**config.mk**
```make
export PLATFORM = sky130hd
export DESIGN_NAME = bia_div_cell
export DESIGN_NICKNAME = d
export VERILOG_FILES = /design/src/design/bia_pkg.sv /design/src/design/bia_div_cell.sv
export SDC_FILE = /design/constraint.sdc
export NUM_CORES = 1
export LEC_CHECK = 0
export BUFFER_PORTS_ARGS = -buffer_cell sky130_fd_sc_hd__buf_2
export CORE_AREA = 2 2 169 171
export DETAILED_ROUTE_END_ITERATION = 16
export DIE_AREA = 0 0 171 173
export PLACE_DENSITY = 0.44
export SYNTH_ARGS = -nofsm -noshare
export SYNTH_HDL_FRONTEND = slang
export SYNTH_SLANG_ARGS = --single-unit
export TNS_END_PERCENT = 50
```
**constraint.sdc**
```tcl
create_clock -name clk -period 6.4 [get_ports clk]
set_input_delay 1.6 -clock clk [delete_from_list [all_inputs] [get_ports clk]]
set_output_delay 1.6 -clock clk [all_outputs]
set_load 0.02 [all_outputs]
```
**src/design/bia_pkg.sv**
```systemverilog
// shared constants and register codes for the broadcast index to address core
`default_nettype none

package bia_pkg;

  // fixed field widths
  localparam int FLAT_BITS      = 32;
  localparam int ADDR_BITS      = 48;
  localparam int COORD_BITS     = 16;
  localparam int NUM_COORDS     = 4;
  localparam int CFG_BITS       = 64;
  localparam int CFG_INDEX_BITS = 4;
  localparam int EB_BITS        = 5;

  // parameter defaults
  localparam int RANK_DEFAULT       = 4;
  localparam int DIM_BITS_DEFAULT   = 16;
  localparam int INDEX_BITS_DEFAULT = 32;

  // register reset values
  localparam logic [CFG_BITS-1:0]  OUT_DIMS_RESET = 64'h0001_0001_0001_0001;
  localparam logic [CFG_BITS-1:0]  IN_DIMS_RESET  = 64'h0001_0001_0001_0001;
  localparam logic [EB_BITS-1:0]   EB_RESET       = 5'd1;
  localparam logic [ADDR_BITS-1:0] BASE_RESET     = 48'd0;

  // configuration register indexes
  typedef enum logic [CFG_INDEX_BITS-1:0] {
    REG_OUT_DIMS = 4'd0,
    REG_IN_DIMS  = 4'd1,
    REG_ELEM     = 4'd2,
    REG_BASE     = 4'd3
  } cfg_reg_t;

endpackage

`default_nettype wire

```
**src/design/bia_div_cell.sv**
```systemverilog
// one restoring division step: one quotient bit per cell
`default_nettype none

module bia_div_cell
  import bia_pkg::*;
#(
  parameter int DIM_BITS   = DIM_BITS_DEFAULT,
  parameter int INDEX_BITS = INDEX_BITS_DEFAULT
) (
  input  wire logic                                  clk,
  input  wire logic                                  rst,
  input  wire logic [DIM_BITS-1:0]                   divisor,
  input  wire logic                                  v_i,
  input  wire logic [DIM_BITS-1:0]                   rem_i,
  input  wire logic [INDEX_BITS-1:0]                 dq_i,
  input  wire logic [ADDR_BITS-1:0]                  off_i,
  input  wire logic [ADDR_BITS-1:0]                  str_i,
  input  wire logic [NUM_COORDS-1:0][COORD_BITS-1:0] crd_i,
  output logic                                       v_o,
  output logic [DIM_BITS-1:0]                        rem_o,
  output logic [INDEX_BITS-1:0]                      dq_o,
  output logic [ADDR_BITS-1:0]                       off_o,
  output logic [ADDR_BITS-1:0]                       str_o,
  output logic [NUM_COORDS-1:0][COORD_BITS-1:0]      crd_o
);

  logic [DIM_BITS:0] trial;
  logic              fits;

  // bring down the next dividend bit, subtract when it fits
  assign trial = {rem_i, dq_i[INDEX_BITS-1]};
  assign fits  = trial >= {1'b0, divisor};

  always_ff @(posedge clk) begin
    if (rst) begin
      v_o <= 1'b0;
    end else begin
      v_o <= v_i;
    end
  end

  // dividend bits shift out at the top, quotient bits shift in at the bottom
  always_ff @(posedge clk) begin
    rem_o <= fits ? DIM_BITS'(trial - {1'b0, divisor}) : DIM_BITS'(trial);
    dq_o  <= {dq_i[INDEX_BITS-2:0], fits};
    off_o <= off_i;
    str_o <= str_i;
    crd_o <= crd_i;
  end

endmodule

`default_nettype wire

```
======== Word level (Yosys, flattened, before mapping) ========
Index checks and enable logic that the tools add are counted.
word-level totals
  word-level logic and storage cells ...... 12
  output and inout port bits .............. 209
  bits of input ports ..................... 227
  register bits after elaboration ......... 209
cells by class
  $add $sub $neg .......................... 1
  order comparisons ....................... 1
  muxes and demuxes ....................... 1
operators by type and width
  operator                                                        count
  17-bit by 16-bit greater-or-equal comparator with 1-bit output  1
  16-bit 2-to-1 mux                                               1
  16-bit subtractor                                               1

======== Logic depth before layout (Yosys ltp) ========
  depth in word-level cells ............... 2
  mapped depth ............................ 10
  mapped depth without buffers ............ 9

======== Least setup slack after synthesis ========
No wires, ideal clock.
  path kind ............................... in2reg
  from .................................... in divisor[12]
  to ...................................... reg rem_o[10]
  stages .................................. 9
  library setup time ...................... 121 ps
  buffers on the path ..................... 2
  data required time ...................... 6279 ps
  arrival time ............................ 3435 ps
  setup slack ............................. 2844 ps
  path through ............................ inv_1 ha_1 buf_2 nand4_1 o41a_1 and2_4 a21oi_4 buf_12 mux2_4
on the way
  cells in the longest elaborated chain, start to end .. 2
ends and longest elaborated chain
  element                                                         RTL line            RTL
  start, declared                                                 bia_div_cell.sv:12  input wire logic [DIM_BITS-1:0] divisor,
  17-bit by 16-bit greater-or-equal comparator with 1-bit output  bia_div_cell.sv:32  assign fits = trial >= {1'b0, divisor};
  via fits                                                        bia_div_cell.sv:28  logic fits;
  16-bit 2-to-1 mux                                               bia_div_cell.sv:44  rem_o <= fits ? DIM_BITS'(trial - {1'b0, divisor}) : DIM_BITS'(trial);
  end signal, assigned                                            bia_div_cell.sv:44
  end, declared                                                   bia_div_cell.sv:20  output logic [DIM_BITS-1:0] rem_o,
The timed path passes the listed nets, and every way through them passes these cells.
A chain may end at the register's enable or synchronous reset.

======== Worst setup path after layout ========
  from .................................... in divisor[4]
  to ...................................... reg rem_o[5]
on the way
  cells in the longest elaborated chain, start to end .. 2
  elaborated cells between the ends (all ways) .. 3
  classes of those cells .................. add/sub: 1; order compare: 1; mux: 1
ends and longest elaborated chain
  element                                                                                                     RTL line
  16-bit subtractor / 17-bit by 16-bit greater-or-equal comparator with 1-bit output (equally long branches)  bia_div_cell.sv:44, bia_div_cell.sv:32
  16-bit 2-to-1 mux (*)                                                                                       bia_div_cell.sv:44
Mark *: on every way between the ends. The rest lies on a longest branch, timed or not.

==> flow_metrics.py <==
metrics = {
    "min_path": {
        "holdCritPathClass": "in -> reg",
    },
    "placed_design": {
        "place_ws_ns": 2.29,
        "detailed_place_hpwl_um": 15900,
        "gp_congestion": 0.808,
        "io_buffers": 435,
        "post-place-cells": 1173,
    },
    "timing": {
        "timing.max_slew.rel_slack_pct": 52.6,
        "rsz0062_at_grt": "no",
        "tightest_slew_ns": 0.709,
        "setup_violations": 0,
        "finalWorstSetupSlack_ns": 2.84,
        "timing.hold.ws_ns": 1.19,
        "slew_violations": 0,
        "setup_tns_ns": 0,
        "fin_crit_sh_pct": 55.7,
        "max_freq_mhz": 281,
        "finalHoldViolations": 0,
        "period_needed_ns": 3.56,
    },
    "logic_synthesis": {
        "ys_ff_latch": 209,
        "syn_nets": 609,
        "synth_compound_area_share_pct": 6.35,
        "synth-simple-area-share_pct": 4.28,
        "yosysSeqAreaShare_pct": 77.8,
        "synthAdderAreaFrac_pct": 4.09,
        "avgSynthCellArea_um2": 14.7,
        "synth_cells": 365,
        "netlist-cell-type-count": 44,
        "synth_area_mm2": 0.00538,
        "async_flop_share_pct": 0,
        "synth-xor-area-share_pct": 1.30,
        "synth_top_family_by_area": "compound AO/OA/AOI/OAI gates",
        "ys.flop_type": "dfxtp_1",
        "muxShareOfSynthArea_pct": 4.09,
        "synth_warnings": 0,
        "synth_edf_count": 0,
    },
    "finish": {
        "area_growth_pct": 62.3,
        "final_common_cell": "buf_2",
        "fin_nets": 1065,
        "fill_cells": 2920,
        "drive_above_1_share_pct": 58.5,
        "stdcell_count": 1217,
        "final_cell_mix": "435 x buf_2, 209 x dfxtp_1, 24 x clkbuf_16, 19 x inv_1, 16 x ha_1",
    },
    "setup_path": {
        "crit_arrival_ns": 3.96,
        "crit_required_ns": 6.80,
        "worstSetupPathType": "in -> reg",
        "start_kind": "input port",
        "critPathMaxFanout": 16,
        "cp-end-kind": "flop",
    },
    "clock_network": {
        "cts_max_level": 1,
        "ctsHoldBuffers": 0,
        "cts_resized": 0,
        "clk_path_buf_depth": 3,
        "cts_post_setup_buffers_inserted": 0,
        "path_clk_slew_ns": 0.06,
        "clock_sinks": 209,
        "clock-root-buffer": "clkbuf_16",
        "cts_tree": "built",
        "numCtsBuffers": 24,
    },
    "power_and_ir_drop": {
        "total_power_mw": 3.10,
        "power_density_mw_per_mm2": 355,
        "p_sw_share_pct": 25.5,
        "cellLeakagePower_nw": 4.40,
        "seq_power_share_pct": 45.5,
        "vdd_drop_max_mv": 0.193,
        "p_int_mw": 2.31,
        "clkPwrFrac_pct": 41.1,
        "p_comb_share_pct": 13.4,
        "switchingPower_uw": 791,
    },
    "detailed_routing": {
        "viasPerCell": 3.56,
        "drtIter0Drc": 136,
        "antenna_left": 0,
        "drc": 0,
        "wl_per_cell_um": 15.8,
        "dr.pass1.iters": 4,
        "vias": 4333,
        "wirelength_um": 19300,
    },
    "global_route": {
        "grt_overflow_total": 0,
        "grt_pass1_vias": 4340,
        "grt_max_degree": 17,
        "grt_pass1_wl_um": 27400,
        "antenna_found_initial": 3,
        "gr-usage-all-layers_pct": 12.4,
    },
    "floorplan": {
        "initial_core_util_pct": 19.5,
        "die_area_mm2": 0.0296,
        "die_w_um": 171,
        "die_h_um": 173,
        "rows": 61,
        "core-area_mm2": 0.0276,
        "io_pins": 436,
    },
    "status": {
        "status": "finished, final reports clean",
    },
    "job": {
        "drv_cap": 0,
    },
}
## stage by stage
step,area (um2),util (%)
floorplan,5380,-
global placement,7990,28.9
detailed placement,7990,28.9
CTS,8720,31.6
global route,8720,31.6
finish,8730,31.6
## synth_stat cells (4+ instances only)
library cell,count,area [um2]
xnor2_1,7,61.3
a21oi_1,7,35.0
inv_1,19,71.3
nor2_1,13,48.8
a21o_1,5,37.5
mux2_4,6,90.1
nor2b_1,4,25.0
o21ai_0,4,20.0
mux2i_1,4,40.0
ha_1,16,200
nand3_1,7,35.0
dfxtp_1,209,4180
o21a_1,4,30.0
nand2_1,8,30.0
mux2_2,8,90.1
buf_2,4,20.0
## cell families after synthesis
family,Yosys count
AO/OA/AOI/OAI,44
XOR/XNOR,8
adder cells (fa/ha/maj),17
buffers and inverters,24
flip-flops,209
multiplexers,18
AND/OR/NAND/NOR,45
## power by group through the flow
stage          logic, mW  registers [mW]  clock network [mW]
6_report           0.415            1.41                1.27
5_1_grt            0.448            1.42                1.39
4_1_cts            0.424            1.41                1.33
3_5_place_dp       0.422            1.44                   0
3_3_place_gp       0.422            1.44                   0
2_1_floorplan      0.114            1.55                   0
## critical path, stage by stage
cell	delay [ns]
buf_2	0.08
inv_1	0.03
ha_1	0.37
nand3_1	0.12
o21bai_1	0.19
a31oi_1	0.35
o21bai_2	0.19
a21oi_4	0.61
mux2_2	0.41
## path summary, 6_finish.rpt
check	slack, ns	start	endpoint	cells past startpoint
hold / removal	1.19	off_i[40]	off_o[40]	1
setup / recovery	2.84	divisor[4]	rem_o[5]	9
## registers in the layout (all words and copies together) (netlist names)
signal and flops:
rem_o 16, dq_o 32, off_o 48, crd_o 64, v_o 1, str_o 48
## metal layers
| layer | vias up | track usage (%) | part of all wire, % |
|---|---|---|---|
| met5 | - | 0 | 0.067 |
| met4 | 2 | 4.13 | 2.6 |
| met3 | 33 | 3.91 | 9.4 |
| met2 | 222 | 23.4 | 52 |
| met1 | 1932 | 12.8 | 36 |
| li1 | 2144 | - | - |
## final cells by class
type	count	area (um2)	share of cell area, %
Multi-Input combinational cell	132	1080	12.4
Inverter	19	71.3	0.817
Sequential cell	209	4180	47.9
Antenna cell	2	5.00	0.0573
Tap cell	378	473	5.42
Clock buffer	33	644	7.38
Timing Repair Buffer	435	2180	24.9
Clock inverter	9	90.1	1.03
No activity file was read; power rests on OpenSTA's default activity.
