===== config.mk =====
export PLATFORM = sky130hd
export DESIGN_NAME = bia_acc_cell
export DESIGN_NICKNAME = d
export VERILOG_FILES = /design/src/design/bia_pkg.sv /design/src/design/bia_acc_cell.sv
export SDC_FILE = /design/constraint.sdc
export NUM_CORES = 2
export LEC_CHECK = 0
export BUFFER_PORTS_ARGS = -buffer_cell sky130_fd_sc_hd__buf_2
export CELL_PAD_IN_SITES_DETAIL_PLACEMENT = 1
export CELL_PAD_IN_SITES_GLOBAL_PLACEMENT = 1
export CORE_MARGIN = 2
export CORE_UTILIZATION = 52
export CTS_BUF_LIST = sky130_fd_sc_hd__clkbuf_4
export CTS_CLUSTER_SIZE = 28
export DETAILED_ROUTE_END_ITERATION = 8
export GPL_TIMING_DRIVEN = 1
export PLACE_DENSITY_LB_ADDON = 0.1
export SYNTH_ARGS = -nofsm -noshare
export SYNTH_HDL_FRONTEND = slang
export SYNTH_SLANG_ARGS = --single-unit

===== constraint.sdc =====
create_clock -name clk -period 11.6 [get_ports clk]
set_clock_uncertainty 0.2 [all_clocks]
set_input_delay 1.74 -clock clk [delete_from_list [all_inputs] [get_ports clk]]
set_output_delay 1.74 -clock clk [all_outputs]
set_load 0.01 [all_outputs]

===== src/design/bia_pkg.sv =====
// shared constants and register codes for the broadcast index to address core
`default_nettype none

package bia_pkg;

  // fixed field widths
  localparam int FLAT_BITS      = 32;
  localparam int ADDR_BITS      = 48;
  localparam int COORD_BITS     = 16;
  localparam int NUM_COORDS     = 4;
  localparam int CFG_BITS       = 64;
  localparam int CFG_INDEX_BITS = 4;
  localparam int EB_BITS        = 5;

  // parameter defaults
  localparam int RANK_DEFAULT       = 4;
  localparam int DIM_BITS_DEFAULT   = 16;
  localparam int INDEX_BITS_DEFAULT = 32;

  // register reset values
  localparam logic [CFG_BITS-1:0]  OUT_DIMS_RESET = 64'h0001_0001_0001_0001;
  localparam logic [CFG_BITS-1:0]  IN_DIMS_RESET  = 64'h0001_0001_0001_0001;
  localparam logic [EB_BITS-1:0]   EB_RESET       = 5'd1;
  localparam logic [ADDR_BITS-1:0] BASE_RESET     = 48'd0;

  // configuration register indexes
  typedef enum logic [CFG_INDEX_BITS-1:0] {
    REG_OUT_DIMS = 4'd0,
    REG_IN_DIMS  = 4'd1,
    REG_ELEM     = 4'd2,
    REG_BASE     = 4'd3
  } cfg_reg_t;

endpackage

`default_nettype wire


===== src/design/bia_acc_cell.sv =====
// per-dimension cell: stores the coordinate, adds its offset term, grows the stride
`default_nettype none

module bia_acc_cell
  import bia_pkg::*;
#(
  parameter int DIM_BITS   = DIM_BITS_DEFAULT,
  parameter int INDEX_BITS = INDEX_BITS_DEFAULT,
  parameter int SLOT       = 0
) (
  input  wire logic                                  clk,
  input  wire logic                                  rst,
  input  wire logic [DIM_BITS-1:0]                   in_dim,
  input  wire logic                                  v_i,
  input  wire logic [DIM_BITS-1:0]                   rem_i,
  input  wire logic [INDEX_BITS-1:0]                 dq_i,
  input  wire logic [ADDR_BITS-1:0]                  off_i,
  input  wire logic [ADDR_BITS-1:0]                  str_i,
  input  wire logic [NUM_COORDS-1:0][COORD_BITS-1:0] crd_i,
  output logic                                       v_o,
  output logic [DIM_BITS-1:0]                        rem_o,
  output logic [INDEX_BITS-1:0]                      dq_o,
  output logic [ADDR_BITS-1:0]                       off_o,
  output logic [ADDR_BITS-1:0]                       str_o,
  output logic [NUM_COORDS-1:0][COORD_BITS-1:0]      crd_o
);

  logic [NUM_COORDS-1:0][COORD_BITS-1:0] crd_next;
  logic                                  bcast;

  // a size-one input dimension is broadcast and adds nothing
  assign bcast = in_dim == DIM_BITS'(1);

  generate
    if (SLOT < NUM_COORDS) begin : g_keep
      always_comb begin
        crd_next       = crd_i;
        crd_next[SLOT] = COORD_BITS'(rem_i);
      end
    end else begin : g_drop
      assign crd_next = crd_i;
    end
  endgenerate

  always_ff @(posedge clk) begin
    if (rst) begin
      v_o <= 1'b0;
    end else begin
      v_o <= v_i;
    end
  end

  // the quotient carries on as the next dividend, remainder restarts at zero
  always_ff @(posedge clk) begin
    rem_o <= '0;
    dq_o  <= dq_i;
    off_o <= bcast ? off_i : ADDR_BITS'(off_i + ADDR_BITS'(rem_i * str_i));
    str_o <= ADDR_BITS'(str_i * in_dim);
    crd_o <= crd_next;
  end

endmodule

`default_nettype wire


Yosys cells after proc, flatten, opt, wreduce, memory -nomap -nowiden
Index checks and enable logic that the tools add are counted.
{"block": "op_classes", "addsub": 1, "n_mul": 2, "n_div": 0, "n_lt_le_gt_ge": 0, "n_eq_ne": 1, "shifts": 0, "mux": 1, "bitwise_logic": 0, "n_reduce_logical": 0}
{"cell": "$add 48x48->48", "n": 1}
{"cell": "$mul 16x48->48", "n": 1}
{"cell": "$mul 48x16->48", "n": 1}
{"cell": "$mux 48", "n": 1}
{"cell": "$eq 16x1->1 const B", "n": 1}
{"block": "totals", "ff_bits": 193, "latchBits": 0, "mem_bits_rw": 0, "mem_bits_ro": 0, "inputBits": 227, "out_inout_bits": 209, "word_cells": 13, "memories": 0}

Logic depth before layout (Yosys ltp)
{"block": "depth", "depth_word": 3, "mapped_depth": 26, "depth_no_buf": 24}

Worst setup path after synthesis
Ideal clock, no wire load.
{"block": "synth_timing", "path_kind": "input-to-reg", "start": "input rem_i[1]", "end": "register off_o[46]", "setup_ps": 132, "t_arrival_ps": 7840, "required_time_ps": 11268, "setup_slack_ps": 3427, "stages": 26, "path_buffers": 3, "path_cell_list": "clkbuf_1 clkbuf_1 nand2_1 fa_1 inv_1 fa_1 inv_1 fa_1 inv_1 fa_1 fa_1 inv_1 fa_1 inv_1 ha_1 clkbuf_1 and3_1 and2_1 a221o_1 a21o_1 a21oi_1 a2bb2oi_1 o21ai_1 a221oi_2 xor2_1 a21oi_1"}
{"block": "synth_between", "elab_chain_len": 3}
{"element": "start: declaration", "line_no": "bia_acc_cell.sv:15", "text": "input wire logic [DIM_BITS-1:0] rem_i,"}
{"element": "$mul 16x48->48", "line_no": "bia_acc_cell.sv:57", "text": "off_o <= bcast ? off_i : ADDR_BITS'(off_i + ADDR_BITS'(rem_i * str_i));"}
{"element": "$add 48x48->48", "line_no": "bia_acc_cell.sv:57"}
{"element": "$mux 48", "line_no": "bia_acc_cell.sv:57"}
{"element": "end signal: assignment", "line_no": "bia_acc_cell.sv:57"}
{"element": "end: declaration", "line_no": "bia_acc_cell.sv:23", "text": "output logic [ADDR_BITS-1:0] off_o,"}
Every way passes these cells.
A chain may end at the register's enable or synchronous reset.

Final worst setup path
{"block": "layout_timing", "start": "input in_dim[4]", "end": "register str_o[46]"}
{"block": "layout_between", "elab_chain_len": 1}
{"element": "start: declaration", "line_no": "bia_acc_cell.sv:13", "text": "input wire logic [DIM_BITS-1:0] in_dim,"}
{"element": "$mul 48x16->48", "line_no": "bia_acc_cell.sv:58", "text": "str_o <= ADDR_BITS'(str_i * in_dim);"}
{"element": "end signal: assignment", "line_no": "bia_acc_cell.sv:58"}
{"element": "end: declaration", "line_no": "bia_acc_cell.sv:24", "text": "output logic [ADDR_BITS-1:0] str_o,"}
Every way passes these cells.

==> run_summary.xml <==
<?xml version="1.0" encoding="UTF-8"?>
<metrics>
  <group name="final_layout">
    <metric name="drive_gt1_share" unit="%">9.29</metric>
    <metric name="fillCellCount" unit="">10169</metric>
    <metric name="fin_nets" unit="">6722</metric>
    <metric name="p_r_area_growth_vs_syn" unit="%">6.70</metric>
  </group>
  <group name="global_route">
    <metric name="initial_antenna_violation_count" unit="">16</metric>
    <metric name="gr-total-overflow" unit="">0</metric>
    <metric name="first_global_vias" unit="">38817</metric>
    <metric name="grt_start_max_net_pins" unit="">56</metric>
    <metric name="global_route.usage.total" unit="%">31.7</metric>
    <metric name="wire_length_of_the_first_global_routing_pass" unit="um">209000</metric>
  </group>
  <group name="clock_tree">
    <metric name="cts.path.max_buffers" unit="">2</metric>
    <metric name="cts_htree_levels" unit="">4</metric>
    <metric name="cts.clk_slew.worst_paths" unit="ps">210</metric>
    <metric name="tritoncts_buffers" unit="">17</metric>
    <metric name="cts_tree" unit="">built</metric>
    <metric name="clock_sinks" unit="">193</metric>
    <metric name="clock-root-buffer" unit="">sky130_fd_sc_hd__clkbuf_4</metric>
    <metric name="cts_resized" unit="">0</metric>
    <metric name="postCtsSetupRepairBufs" unit="">0</metric>
    <metric name="post_cts_hold_buffer_count" unit="">0</metric>
  </group>
  <group name="route">
    <metric name="detail_routed_via_count_per_cell" unit="">5.29</metric>
    <metric name="detail_route.wl_per_cell" unit="um">20.4</metric>
    <metric name="remaining_drc_errors" unit="">0</metric>
    <metric name="postRouteWirelength" unit="um">131000</metric>
    <metric name="via_count" unit="">33793</metric>
    <metric name="final_antenna_net_count" unit="">0</metric>
    <metric name="detail_route.first_pass.iterations" unit="">7</metric>
    <metric name="dr.first_iter.drc_count" unit="">1572</metric>
  </group>
  <group name="timing">
    <metric name="achievable-frequency" unit="GHz">0.117</metric>
    <metric name="setup_violations" unit="">0</metric>
    <metric name="fin_tns_setup" unit="ps">0</metric>
    <metric name="final_period_minus_worst_setup_slack" unit="ps">8560</metric>
    <metric name="maxSlewHeadroom" unit="%">21.9</metric>
    <metric name="rsz0062_at_grt" unit="">false</metric>
    <metric name="report.final.slew_viol_count" unit="">0</metric>
    <metric name="hold_viol_final" unit="">0</metric>
    <metric name="transition_time_at_the_pin_with_the_least_slew_margin" unit="ps">1170</metric>
    <metric name="finalCritPeriodShare" unit="%">73.8</metric>
  </group>
  <group name="yosys">
    <metric name="ys_ff_latch" unit="">193</metric>
    <metric name="synth.cell_area" unit="mm^2">0.0443</metric>
    <metric name="synth_top_flop_cell" unit="">sky130_fd_sc_hd__dfxtp_1</metric>
    <metric name="postSynth.asyncResetShare" unit="%">0</metric>
    <metric name="post_synth_num_cell_types" unit="">59</metric>
    <metric name="synth-warning-count" unit="">0</metric>
    <metric name="synth.most_common_cell" unit="">sky130_fd_sc_hd__inv_1</metric>
    <metric name="ys_top_cells_by_area" unit="">sky130_fd_sc_hd__fa_1, sky130_fd_sc_hd__inv_1, sky130_fd_sc_hd__dfxtp_1</metric>
    <metric name="postSynthAreaPerCell" unit="um^2">8.79</metric>
    <metric name="synth_enable_flop_cells" unit="">0</metric>
    <metric name="post-synth-top-area-fraction" unit="%">49.7</metric>
    <metric name="syn_inst" unit="">5047</metric>
    <metric name="synth.largest_area_cell" unit="">sky130_fd_sc_hd__fa_1</metric>
    <metric name="synth_sequential_area_ratio" unit="%">8.71</metric>
    <metric name="netlist_top_cells_count" unit="">sky130_fd_sc_hd__inv_1, sky130_fd_sc_hd__fa_1, sky130_fd_sc_hd__nand2_1</metric>
  </group>
  <group name="die">
    <metric name="core_area" unit="mm^2">0.0849</metric>
    <metric name="floorplan.die.width" unit="um">296</metric>
    <metric name="pin_count" unit="">436</metric>
    <metric name="core.rowCount" unit="">107</metric>
    <metric name="initial_utilization" unit="%">52.2</metric>
    <metric name="floorplan.die.height" unit="um">296</metric>
    <metric name="fp.dieArea" unit="mm^2">0.0876</metric>
  </group>
  <group name="run_status">
    <metric name="run_status" unit="">finished, final reports clean</metric>
  </group>
  <group name="critical_path">
    <metric name="critical_path_peak_fanout" unit="">45</metric>
    <metric name="cp-start-kind" unit="">input pin</metric>
    <metric name="req_time_crit_path" unit="ps">12110</metric>
    <metric name="worstPathArrival" unit="ps">9070</metric>
    <metric name="type_of_the_setup_path_with_the_least_slack" unit="">in -&gt; reg</metric>
    <metric name="crit_end_element" unit="">register</metric>
  </group>
  <group name="placed_design">
    <metric name="place.port_buffers" unit="">403</metric>
    <metric name="gp_congestion" unit="">0.853</metric>
    <metric name="detailed_place_hpwl" unit="um">101000</metric>
  </group>
  <group name="run">
    <metric name="max_cap_viol_count" unit="">0</metric>
  </group>
  <group name="min_path">
    <metric name="hold_class" unit="">in -&gt; reg</metric>
  </group>
</metrics>
critical path, cell delays in order:
cell and delay, ps:
sky130_fd_sc_hd__buf_2 810, sky130_fd_sc_hd__nand2_1 200, sky130_fd_sc_hd__fa_1 600, sky130_fd_sc_hd__inv_1 60
sky130_fd_sc_hd__fa_1 470, sky130_fd_sc_hd__inv_1 50, sky130_fd_sc_hd__fa_1 500, sky130_fd_sc_hd__inv_1 60
sky130_fd_sc_hd__fa_1 470, sky130_fd_sc_hd__fa_1 520, sky130_fd_sc_hd__inv_1 50, sky130_fd_sc_hd__fa_1 470
sky130_fd_sc_hd__inv_1 40, sky130_fd_sc_hd__ha_1 360, sky130_fd_sc_hd__a2111oi_0 410, sky130_fd_sc_hd__o21ai_0 200
sky130_fd_sc_hd__a41oi_1 230, sky130_fd_sc_hd__o21ai_1 210, sky130_fd_sc_hd__and3_1 280, sky130_fd_sc_hd__a21oi_1 360
sky130_fd_sc_hd__o211ai_1 250, sky130_fd_sc_hd__a21oi_1 340, sky130_fd_sc_hd__o21ai_0 170, sky130_fd_sc_hd__xor2_1 160
logic make-up (layout without fill, tap and decap cells):
family / Yosys count / count (layout) / synth area share (%)
xor gates and xnor gates: 137 / 137 / 2.71
other: 1 / 22 / 0.00846
AOI/OAI and AO/OA: 309 / 309 / 4.41
adders and majority gates: 1267 / 1267 / 54.4
DFF: 193 / 193 / 8.71
and+or+nand+nor: 1522 / 1522 / 15.9
buffers and inverters: 1617 / 1796 / 13.8
muxes: 1 / 1 / 0.0254
cells in the final DEF, fill, tap and decap left out, types with 64 or more instances in the layout:
cell,netlist,layout
sky130_fd_sc_hd__ha_1,165,165
sky130_fd_sc_hd__buf_2,2,403
sky130_fd_sc_hd__fa_1,1102,1102
sky130_fd_sc_hd__a21oi_1,105,105
sky130_fd_sc_hd__a21o_1,64,64
sky130_fd_sc_hd__inv_1,1318,1318
sky130_fd_sc_hd__dfxtp_1,193,193
sky130_fd_sc_hd__nand2_1,933,933
sky130_fd_sc_hd__and2_1,438,438
sky130_fd_sc_hd__xnor2_1,97,97
sequential cells by signal, indices dropped and copies added, names as in the netlist:
name,count
crd_o,64
str_o,48
off_o,48
dq_o,32
v_o,1
routing by layer:
layer | GRT usage, % | wire, um | vias to the layer above
met2 | 57.8 | 69700 | 987
met4 | 12.7 | 5030 | 22
met3 | 4.92 | 7070 | 283
met1 | 37.1 | 48700 | 17931
met5 | 0 | 136 | -
li1 | - | - | 14570
final cells by class:
class | count | area, um^2 | share of cell area [%]
flip-flops and latches | 193 | 3860 | 8.17
clock inverters | 14 | 178 | 0.375
multi-input cells | 3252 | 34400 | 72.7
inverters | 1318 | 4950 | 10.5
clock buffers | 18 | 135 | 0.286
diodes | 6 | 15.0 | 0.0317
well taps | 1144 | 1430 | 3.03
repair buffers | 446 | 2340 | 4.94
through the flow:
step / worst slack (ps) / instances / hold slack, ps / area (um^2) / util, %
final: 3040 / 6391 / 798 / 47300 / 55.7
after global routing: 2610 / 6390 / 703 / 47300 / 55.7
after CTS: 3270 / 6385 / 671 / 47300 / 55.7
after detailed placement: 2320 / 6353 / 1640 / 47000 / 55.4
after global placement: 2440 / 6353 / 1640 / 47000 / 55.4
after floorplan: 3430 / 5062 / 1570 / 44400 / -
final timing paths:
path,endpoint,slack [ps],start,depth (start not counted)
worst max-delay path,str_o[46],3040,in_dim[4],24
worst min-delay path,crd_o[62],800,crd_i[62],1
Power is left out: the tool's default activity adds up to more than one toggle a clock period on the data nets, which glitch-free logic cannot reach.
